--- src/rtl/core/bqhp_pkg.sv ---
package bqhp_pkg;

  localparam int unsigned SAMPLE_W           = 32;
  localparam int unsigned CFG_DATA_W         = 32;
  localparam int unsigned CFG_IDX_W          = 3;
  localparam int unsigned COEF_OP_W          = 33;
  localparam int unsigned MUL_PROD_W         = 2 * COEF_OP_W;
  localparam int unsigned CHUNK_W            = 32;
  localparam int unsigned STEP_W             = 3;
  localparam int unsigned DEF_STATE_WIDTH    = 48;
  localparam int unsigned DEF_COEF_FRAC_BITS = 29;

  localparam logic [STEP_W-1:0]   LAST_STEP  = 3'd6;
  localparam logic [SAMPLE_W-1:0] SAMPLE_MAX = 32'h7fff_ffff;
  localparam logic [SAMPLE_W-1:0] SAMPLE_MIN = 32'h8000_0000;

  typedef enum logic [2:0] {
    ST_IDLE,
    ST_MUL_LO,
    ST_MUL_HI,
    ST_RND,
    ST_ADD,
    ST_OUT
  } state_e;

  typedef enum logic [CFG_IDX_W-1:0] {
    REG_BYPASS    = 3'd0,
    REG_FIRST_B0  = 3'd1,
    REG_FIRST_A1  = 3'd2,
    REG_FIRST_A2  = 3'd3,
    REG_SECOND_B0 = 3'd4,
    REG_SECOND_A1 = 3'd5,
    REG_SECOND_A2 = 3'd6
  } reg_idx_e;

  typedef enum logic {
    MSRC_X,
    MSRC_Y
  } msrc_e;

  // CF_NB0X2 multiplies by -b0 and doubles the exact product, giving b1 = -2*b0
  typedef enum logic [1:0] {
    CF_B0,
    CF_NB0X2,
    CF_NA1,
    CF_NA2
  } coef_e;

  typedef enum logic [2:0] {
    OPD_ZERO,
    OPD_PROD,
    OPD_FWD,
    OPD_T,
    OPD_Y,
    OPD_D1,
    OPD_D2
  } opnd_e;

  typedef enum logic [2:0] {
    DST_FWD,
    DST_Y,
    DST_T,
    DST_D1,
    DST_D2,
    DST_X
  } dest_e;

  typedef struct packed {
    logic  mul;
    msrc_e msrc;
    coef_e coef;
    opnd_e opa;
    opnd_e opb;
    dest_e dst;
  } uop_t;

  // One step of a biquad section: optional product, then one saturating add into a register.
  function automatic uop_t uop_at(input logic [STEP_W-1:0] step);
    uop_t u;
    u = '{mul: 1'b0, msrc: MSRC_X, coef: CF_B0, opa: OPD_ZERO, opb: OPD_ZERO, dst: DST_T};
    case (step)
      3'd0: u = '{mul: 1'b1, msrc: MSRC_X, coef: CF_B0,
                  opa: OPD_PROD, opb: OPD_ZERO, dst: DST_FWD};
      3'd1: u = '{mul: 1'b0, msrc: MSRC_X, coef: CF_B0,
                  opa: OPD_FWD, opb: OPD_D1, dst: DST_Y};
      3'd2: u = '{mul: 1'b1, msrc: MSRC_X, coef: CF_NB0X2,
                  opa: OPD_PROD, opb: OPD_ZERO, dst: DST_T};
      3'd3: u = '{mul: 1'b1, msrc: MSRC_Y, coef: CF_NA1,
                  opa: OPD_T, opb: OPD_PROD, dst: DST_T};
      3'd4: u = '{mul: 1'b0, msrc: MSRC_X, coef: CF_B0,
                  opa: OPD_T, opb: OPD_D2, dst: DST_D1};
      3'd5: u = '{mul: 1'b1, msrc: MSRC_Y, coef: CF_NA2,
                  opa: OPD_FWD, opb: OPD_PROD, dst: DST_D2};
      3'd6: u = '{mul: 1'b0, msrc: MSRC_X, coef: CF_B0,
                  opa: OPD_Y, opb: OPD_ZERO, dst: DST_X};
      default: u = '{mul: 1'b0, msrc: MSRC_X, coef: CF_B0,
                     opa: OPD_ZERO, opb: OPD_ZERO, dst: DST_T};
    endcase
    return u;
  endfunction

endpackage

--- src/rtl/core/biquad_cascade_highpass.sv ---
// Fourth-order high-pass filter: two transposed direct form II biquads in series on
// Q1.31 samples, with Q3.29 coefficients b0, a1, a2 per section (b1 = -2*b0, b2 = b0)
// and delay registers of STATE_WIDTH bits with 31 fraction bits. Every product is
// rounded half up and every sum saturates; the result is saturated to 32 bits.
// With bypass set (the reset value) a sample comes out unchanged and the delays are
// left alone. When filtering, an item goes through eight products, each split into
// two passes through one shared 33x33 multiplier plus a rounding and an add step,
// and six add-only steps, all run by a small sequencer; the next item is accepted
// only once this result is in the output register. A waiting result does not
// block the next request. Any coefficient write clears all four delays; configure
// only while the block is idle.
module biquad_cascade_highpass
  import bqhp_pkg::*;
#(
  parameter int unsigned STATE_WIDTH    = DEF_STATE_WIDTH,
  parameter int unsigned COEF_FRAC_BITS = DEF_COEF_FRAC_BITS
) (
  input  logic                  clk_i,
  input  logic                  rst_ni,
  input  logic                  cfg_we_i,
  input  logic [CFG_IDX_W-1:0]  cfg_index_i,
  input  logic [CFG_DATA_W-1:0] cfg_wdata_i,
  input  logic                  in_valid_i,
  output logic                  in_stall_o,
  input  logic signed [SAMPLE_W-1:0] sample_in_i,
  input  logic                  block_end_in_i,
  output logic                  out_valid_o,
  input  logic                  out_stall_i,
  output logic signed [SAMPLE_W-1:0] sample_out_o,
  output logic                  block_end_out_o
);

  localparam int unsigned SW   = STATE_WIDTH;
  localparam int unsigned HI_W = STATE_WIDTH - CHUNK_W;
  localparam int unsigned PW   = STATE_WIDTH + 34;
  localparam logic signed [PW-1:0] RND_HALF = PW'(1) <<< (COEF_FRAC_BITS - 1);
  localparam logic [SW-1:0] ST_MAX = {1'b0, {(SW-1){1'b1}}};
  localparam logic [SW-1:0] ST_MIN = {1'b1, {(SW-1){1'b0}}};

  state_e            state_q, state_d;
  logic [STEP_W-1:0] step_q, step_d;
  logic              sect_q, sect_d;
  uop_t              uop;

  logic                        bypass_q;
  logic signed [COEF_OP_W-1:0] b0_q  [2];
  logic signed [COEF_OP_W-1:0] nb0_q [2];
  logic signed [COEF_OP_W-1:0] na1_q [2];
  logic signed [COEF_OP_W-1:0] na2_q [2];
  logic signed [COEF_OP_W-1:0] cfg_ext, cfg_neg;
  logic                        coef_wr;

  logic signed [SW-1:0] d1_q [2];
  logic signed [SW-1:0] d2_q [2];
  logic signed [SW-1:0] x_q, y_q, fwd_q, t_q, prod_q;
  logic                 be_q;

  logic signed [SW-1:0]         mul_src;
  logic signed [COEF_OP_W-1:0]  mul_a, coef_op;
  logic signed [MUL_PROD_W-1:0] mul_p, plo_q, phi_q;

  logic signed [PW-1:0] full, full_x, rsum, rq;
  logic signed [SW-1:0] rnd_val;

  logic signed [SW-1:0] add_a, add_b, sum_sat;
  logic signed [SW:0]   sum;

  logic                       in_acc, out_load;
  logic                       out_valid_q, out_be_q;
  logic signed [SAMPLE_W-1:0] out_sample_q, sat32;

  assign uop        = uop_at(step_q);
  assign in_stall_o = (state_q != ST_IDLE);
  assign in_acc     = in_valid_i && (state_q == ST_IDLE);
  assign out_load   = (state_q == ST_OUT) && (!out_valid_q || !out_stall_i);

  // ---------------- configuration ----------------
  assign cfg_ext = {cfg_wdata_i[CFG_DATA_W-1], cfg_wdata_i};
  assign cfg_neg = COEF_OP_W'(0) - cfg_ext;
  assign coef_wr = cfg_we_i && (cfg_index_i == REG_FIRST_B0 || cfg_index_i == REG_FIRST_A1 ||
                                cfg_index_i == REG_FIRST_A2 || cfg_index_i == REG_SECOND_B0 ||
                                cfg_index_i == REG_SECOND_A1 || cfg_index_i == REG_SECOND_A2);

  always_ff @(posedge clk_i or negedge rst_ni) begin
    if (!rst_ni) begin
      bypass_q <= 1'b1;
      for (int i = 0; i < 2; i++) begin
        b0_q[i]  <= '0;
        nb0_q[i] <= '0;
        na1_q[i] <= '0;
        na2_q[i] <= '0;
      end
    end else if (cfg_we_i) begin
      case (cfg_index_i)
        REG_BYPASS: bypass_q <= cfg_wdata_i[0];
        REG_FIRST_B0: begin
          b0_q[0]  <= cfg_ext;
          nb0_q[0] <= cfg_neg;
        end
        REG_FIRST_A1:  na1_q[0] <= cfg_neg;
        REG_FIRST_A2:  na2_q[0] <= cfg_neg;
        REG_SECOND_B0: begin
          b0_q[1]  <= cfg_ext;
          nb0_q[1] <= cfg_neg;
        end
        REG_SECOND_A1: na1_q[1] <= cfg_neg;
        REG_SECOND_A2: na2_q[1] <= cfg_neg;
        default: ;
      endcase
    end
  end

  // ---------------- sequencer ----------------
  always_ff @(posedge clk_i or negedge rst_ni) begin
    if (!rst_ni) begin
      state_q <= ST_IDLE;
      step_q  <= '0;
      sect_q  <= 1'b0;
    end else begin
      state_q <= state_d;
      step_q  <= step_d;
      sect_q  <= sect_d;
    end
  end

  always_comb begin
    state_d = state_q;
    step_d  = step_q;
    sect_d  = sect_q;
    case (state_q)
      ST_IDLE: begin
        if (in_valid_i) begin
          step_d  = '0;
          sect_d  = 1'b0;
          state_d = bypass_q ? ST_OUT : (uop_at('0).mul ? ST_MUL_LO : ST_ADD);
        end
      end
      ST_MUL_LO: state_d = ST_MUL_HI;
      ST_MUL_HI: state_d = ST_RND;
      ST_RND:    state_d = ST_ADD;
      ST_ADD: begin
        if (step_q == LAST_STEP) begin
          if (sect_q) begin
            state_d = ST_OUT;
          end else begin
            sect_d  = 1'b1;
            step_d  = '0;
            state_d = uop_at('0).mul ? ST_MUL_LO : ST_ADD;
          end
        end else begin
          step_d  = step_q + STEP_W'(1);
          state_d = uop_at(step_q + STEP_W'(1)).mul ? ST_MUL_LO : ST_ADD;
        end
      end
      ST_OUT: begin
        if (out_load) begin
          state_d = ST_IDLE;
        end
      end
      default: state_d = ST_IDLE;
    endcase
  end

  // ---------------- shared multiplier ----------------
  assign mul_src = (uop.msrc == MSRC_X) ? x_q : y_q;

  // low chunk is unsigned, high chunk carries the sign
  assign mul_a = (state_q == ST_MUL_HI) ?
                 {{(COEF_OP_W-HI_W){mul_src[SW-1]}}, mul_src[SW-1:CHUNK_W]} :
                 {1'b0, mul_src[CHUNK_W-1:0]};

  always_comb begin
    case (uop.coef)
      CF_B0:    coef_op = b0_q[sect_q];
      CF_NB0X2: coef_op = nb0_q[sect_q];
      CF_NA1:   coef_op = na1_q[sect_q];
      CF_NA2:   coef_op = na2_q[sect_q];
      default:  coef_op = '0;
    endcase
  end

  assign mul_p = mul_a * coef_op;

  // combine partial products, round half up, saturate to the state width
  assign full   = (PW'(phi_q) <<< CHUNK_W) + PW'(plo_q);
  assign full_x = (uop.coef == CF_NB0X2) ? (full <<< 1) : full;
  assign rsum   = full_x + RND_HALF;
  assign rq     = rsum >>> COEF_FRAC_BITS;

  always_comb begin
    if ((&rq[PW-1:SW-1]) || !(|rq[PW-1:SW-1])) begin
      rnd_val = rq[SW-1:0];
    end else begin
      rnd_val = rq[PW-1] ? ST_MIN : ST_MAX;
    end
  end

  // ---------------- shared saturating adder ----------------
  always_comb begin
    case (uop.opa)
      OPD_PROD: add_a = prod_q;
      OPD_FWD:  add_a = fwd_q;
      OPD_T:    add_a = t_q;
      OPD_Y:    add_a = y_q;
      OPD_D1:   add_a = d1_q[sect_q];
      OPD_D2:   add_a = d2_q[sect_q];
      default:  add_a = '0;
    endcase
    case (uop.opb)
      OPD_PROD: add_b = prod_q;
      OPD_FWD:  add_b = fwd_q;
      OPD_T:    add_b = t_q;
      OPD_Y:    add_b = y_q;
      OPD_D1:   add_b = d1_q[sect_q];
      OPD_D2:   add_b = d2_q[sect_q];
      default:  add_b = '0;
    endcase
  end

  assign sum     = {add_a[SW-1], add_a} + {add_b[SW-1], add_b};
  assign sum_sat = (sum[SW] != sum[SW-1]) ? (sum[SW] ? ST_MIN : ST_MAX) : sum[SW-1:0];

  // ---------------- working registers ----------------
  always_ff @(posedge clk_i) begin
    if (in_acc) begin
      x_q  <= {{(SW-SAMPLE_W){sample_in_i[SAMPLE_W-1]}}, sample_in_i};
      be_q <= block_end_in_i;
    end
    case (state_q)
      ST_MUL_LO: plo_q  <= mul_p;
      ST_MUL_HI: phi_q  <= mul_p;
      ST_RND:    prod_q <= rnd_val;
      ST_ADD: begin
        case (uop.dst)
          DST_FWD: fwd_q <= sum_sat;
          DST_Y:   y_q   <= sum_sat;
          DST_T:   t_q   <= sum_sat;
          DST_X:   x_q   <= sum_sat;
          default: ;
        endcase
      end
      default: ;
    endcase
  end

  always_ff @(posedge clk_i or negedge rst_ni) begin
    if (!rst_ni) begin
      for (int i = 0; i < 2; i++) begin
        d1_q[i] <= '0;
        d2_q[i] <= '0;
      end
    end else if (coef_wr) begin
      for (int i = 0; i < 2; i++) begin
        d1_q[i] <= '0;
        d2_q[i] <= '0;
      end
    end else if (state_q == ST_ADD) begin
      if (uop.dst == DST_D1) begin
        d1_q[sect_q] <= sum_sat;
      end
      if (uop.dst == DST_D2) begin
        d2_q[sect_q] <= sum_sat;
      end
    end
  end

  // ---------------- result register ----------------
  assign sat32 = ((&x_q[SW-1:SAMPLE_W-1]) || !(|x_q[SW-1:SAMPLE_W-1])) ?
                 x_q[SAMPLE_W-1:0] : (x_q[SW-1] ? SAMPLE_MIN : SAMPLE_MAX);

  always_ff @(posedge clk_i or negedge rst_ni) begin
    if (!rst_ni) begin
      out_valid_q <= 1'b0;
    end else if (out_load) begin
      out_valid_q <= 1'b1;
    end else if (!out_stall_i) begin
      out_valid_q <= 1'b0;
    end
  end

  always_ff @(posedge clk_i) begin
    if (out_load) begin
      out_sample_q <= sat32;
      out_be_q     <= be_q;
    end
  end

  assign out_valid_o     = out_valid_q;
  assign sample_out_o    = out_sample_q;
  assign block_end_out_o = out_be_q;

  // ---------------- assertions ----------------
  a_out_hold: assert property (@(posedge clk_i) disable iff (!rst_ni)
    (state_q == ST_OUT && out_valid_q && out_stall_i) |=> (state_q == ST_OUT && out_valid_q))
    else $error("result dropped while output register was full");

  a_bypass_fast: assert property (@(posedge clk_i) disable iff (!rst_ni)
    (in_valid_i && !in_stall_o && bypass_q) |=> (state_q == ST_OUT))
    else $error("bypass request did not go straight to output");

  a_coef_clear: assert property (@(posedge clk_i) disable iff (!rst_ni)
    coef_wr |=> (d1_q[0] == '0 && d2_q[0] == '0 && d1_q[1] == '0 && d2_q[1] == '0))
    else $error("delays not cleared after coefficient write");

endmodule

--- config.mk ---
export PLATFORM = sky130hd
export DESIGN_NAME = biquad_cascade_highpass
export DESIGN_NICKNAME = d
export VERILOG_FILES = /design/src/rtl/core/bqhp_pkg.sv /design/src/rtl/core/biquad_cascade_highpass.sv
export SDC_FILE = /design/constraint.sdc
export NUM_CORES = 2
export LEC_CHECK = 0
export ABC_AREA = 0
export BUFFER_PORTS_ARGS = -buffer_cell sky130_fd_sc_hd__buf_2
export CORE_MARGIN = 4
export CORE_UTILIZATION = 40
export DETAILED_ROUTE_END_ITERATION = 6
export SLEW_MARGIN = 15
export SYNTH_ARGS = -nofsm -noshare
export SYNTH_HDL_FRONTEND = slang
export SYNTH_SLANG_ARGS = --single-unit
--- constraint.sdc ---
create_clock -name clk_i -period 26.9 [get_ports clk_i]
set_input_delay 2.69 -clock clk_i [delete_from_list [all_inputs] [get_ports clk_i]]
set_output_delay 2.69 -clock clk_i [all_outputs]
set_load 0.02 [all_outputs]
==> results.txt <==
----------------------------------------------------
[Synthesis]
  Cell type with the highest aggregate area in the netlist ... fa_1
  Mean Syn Cell Area ... 9.44 um2
  Xor and xnor area share after synthesis ... 2.38%
  Number of warnings reported in the yosys synthesis log ... 0
  Post-synthesis instance area ... 81500 um2
  Count of different cell masters after synthesis ... 99
  Share of cell area taken by muxes after synthesis ... 2.51%
  Post-synth EDFFs ... 315
  Sequential area share after synthesis ... 26.9%
  Synth top area share ... 28.2%
  FF+latch count, synth ... 824
  Number of instances in the synthesized netlist ... 8641
  Fraction of registers with async set or reset after synthesis ... 55.9%
  Primary FF master, synth ... dfrtp_1
  Dominant cells by area after synthesis ... fa_1 (28%), dfrtp_1 (14%), edfxtp_1 (12%)
  Combinational family with the most area after synthesis ... adder cells
  Fraction of the mapped netlist area in adder cells ... 33.2%
  Synth Area in Simple Gates ... 13.4%
  Post-synthesis compound-gate area fraction ... 13.8%
  Syn Nets ... 10200

[Die]
  Overall die area ... 211000 um2
  Die Height ... 459 um
  Chip width ... 459 um
  IO Pins ... 108
  Effective utilization at floorplan ... 40.3%
  Standard cell core area ... 203000 um2
  Row cnt ... 165

[Final layout]
  Area added between synthesis and finish ... 8.30%
  Leading cell types in the layout, fill and taps excluded ... inv_1 (1152), fa_1 (1147), nand2_1 (1105)
  Number of nets in the layout ... 10000
  Leading cell type in the layout, fill and taps excluded ... inv_1
  Share of the core filled with cells in the final layout ... 43.6%
  Layout cell share with drive strength beyond 1 ... 7.45%
  Fill cell count ... 19500
  Design area ... 88300 um2

[STA]
  Setup repair after global routing missed its margin ... no
  Final max-slew violation count ... 0
  Final hold violations ... 0
  Period minus WS final ... 12.02 ns
  Worst clock skew on the final layout ... 0.0735 ns
  Final setup fails ... 0
  Max-Slew Margin vs Limit ... 10.4%
  Fmax ... 83.2 MHz
  Period utilization ... 44.7%
  Transition time of the tightest slew-check pin ... 1.34 ns
  Total negative setup slack ... 0 ns

[Critical path]
  Max stage delay on crit path ... 0.99 ns
  Maximum fanout along the worst path ... 46
  Kind of end point of the critical path ... flop
  Sort of element at the start of the critical path ... flop
  Number of cell instances on the worst register-to-register path ... 34
  Arrival time at the worst endpoint ... 12.44 ns
  Cell type with the highest occurrence count on the critical path ... fa_1
  Critical setup path kind ... flop to flop
  Crit path required time ... 27.32 ns
  Master of the slowest instance on the critical path ... o21a_1

[Global route]
  Vias in the first global route ... 66200
  Number of antenna violations at the first check in global routing ... 13
  Total global routing track utilization ... 26.0%
  First-pass GRT wire length ... 417000 um
  Pin count of the biggest net entering global routing ... 184
  Gr ovfl total ... 0

[Route]
  Post-route DRC ... 0
  Via density per instance ... 5.70
  Antenna Nets Post-Route ... 0
  Initial detailed-routing violation count ... 6013
  Per-cell routed wire length ... 24.3 um
  Number of detailed-route iterations in the first pass ... 6
  Detailed-route via count ... 64100
  Post-Route WL ... 274000 um

[Flow run]
  Max-cap check violation count ... 0

[Clocking]
  Clock tree from TritonCTS ... done
  Clock input transition at the sequential cells of the worst setup and hold paths ... 0.07 ns
  Hold buffer count at CTS ... 0
  Number of buffers on the longest clock path ... 3
  Worst-Skew Late Latency ... 0.74 ns
  Sink count of the clock tree ... 824
  Number of levels the H-tree was split into ... 3
  Cts bufs inserted ... 89
  Post-CTS setup buffers ... 0
  Clock tree root buffer cell ... clkbuf_16
  Post-cts sizing count ... 0

[Status]
  Status ... finished, final reports clean

[Placed design]
  Buffers on Ports ... 107
  DP Area ... 85200 um2
  Final estimated routing congestion in global placement ... 0.952
  Detailed-placement wirelength estimate ... 207000 um

[Hold path]
  Cell depth of the worst min-delay path ... 0
  Class of the worst hold path ... flop to flop

----------------------------------------------------
==> synth_stat cells, drive strengths merged, types with 42 or more instances <==
library cell,instances
a21o,179
a21oi,340
a221oi,74
a22o,53
a22oi,100
and2,71
and3,42
buf,86
clkbuf,423
dfrtp,460
dfxtp,48
edfxtp,315
fa,1147
ha,319
inv,1154
mux2,74
mux2i,117
nand2,1109
nand2b,49
nand3,89
nand4,44
nor2,867
nor2b,75
nor3,66
o21a,54
o21ai,531
o221ai,52
o22ai,71
xnor2,141
xor2,78
==> layer usage <==
metal / wire (um) / up-vias / track usage (%)
met5: 68 / - / 0
met4: 14900 / 8 / 11.8
met3: 26000 / 609 / 6.32
met2: 122000 / 2839 / 40.5
met1: 111000 / 32600 / 34.5
li1: - / 28100 / -
==> cells by family after synthesis <==
family,after synthesis
buffers and inverters,1663
DFF,824
and+or+nand+nor,2533
muxes,193
adders and majority gates,1477
xor gates and xnor gates,219
AOI/OAI and AO/OA,1732
==> stage by stage <==
step / hold WS (ns) / instances / worst slack (ns)
floorplan: 0.400 / 8641 / 16.47
global placement: 0.423 / 11100 / 15.09
detailed placement: 0.419 / 11100 / 14.97
CTS: 0.434 / 11200 / 14.92
global route: 0.449 / 11200 / 14.32
finish: 0.426 / 11200 / 14.88
==> final timing paths <==
check | from | endpoint | slack, ns
max | step_q[0] | plo_q[64] | 14.88
max in group asynchronous | rst_ni | na1_q[40] | 21.69
min | be_q | block_end_out_o | 0.43
min reg2reg | be_q | block_end_out_o | 0.43
min in group asynchronous | rst_ni | d2_q[32] | 1.99
max reg2reg | step_q[0] | plo_q[64] | 14.88
==> final cells by class <==
class | count | area, um2 | share of cell area (%)
Multi-Input combinational cell | 6154 | 53800 | 60.9
Sequential cell | 824 | 22000 | 24.9
Inverter | 1154 | 4330 | 4.91
Tap cell | 2672 | 3340 | 3.79
Clock buffer | 118 | 2500 | 2.83
Timing Repair Buffer | 270 | 1790 | 2.03
Clock inverter | 46 | 583 | 0.660
Antenna cell | 3 | 7.51 | 0.00850
==> sequential cells by signal, indices dropped and copies added (netlist names), 3 cells and up <==
signal	cells
b0_q	64
d2_q	96
prod_q	48
step_q	3
na2_q	66
state_q	3
plo_q	39
x_q	48
na1_q	66
nb0_q	64
y_q	48
fwd_q	48
sample_out_o	32
d1_q	96
t_q	48
phi_q	50
==> critical path, delay by kind of cell, from the launching register on <==
| kind | cells | cell delay [ns] |
|---|---|---|
| adder cells (fa/ha/maj) | 9 | 4.32 |
| AND/OR/NAND/NOR | 8 | 2.10 |
| XOR/XNOR | 1 | 0.09 |
| AO/OA/AOI/OAI | 10 | 3.55 |
| buffers and inverters | 6 | 0.83 |
| flip-flops | 1 | 0.75 |
Power is left out: the tool's default activity adds up to more than one toggle a clock period on the data nets, which glitch-free logic cannot reach.
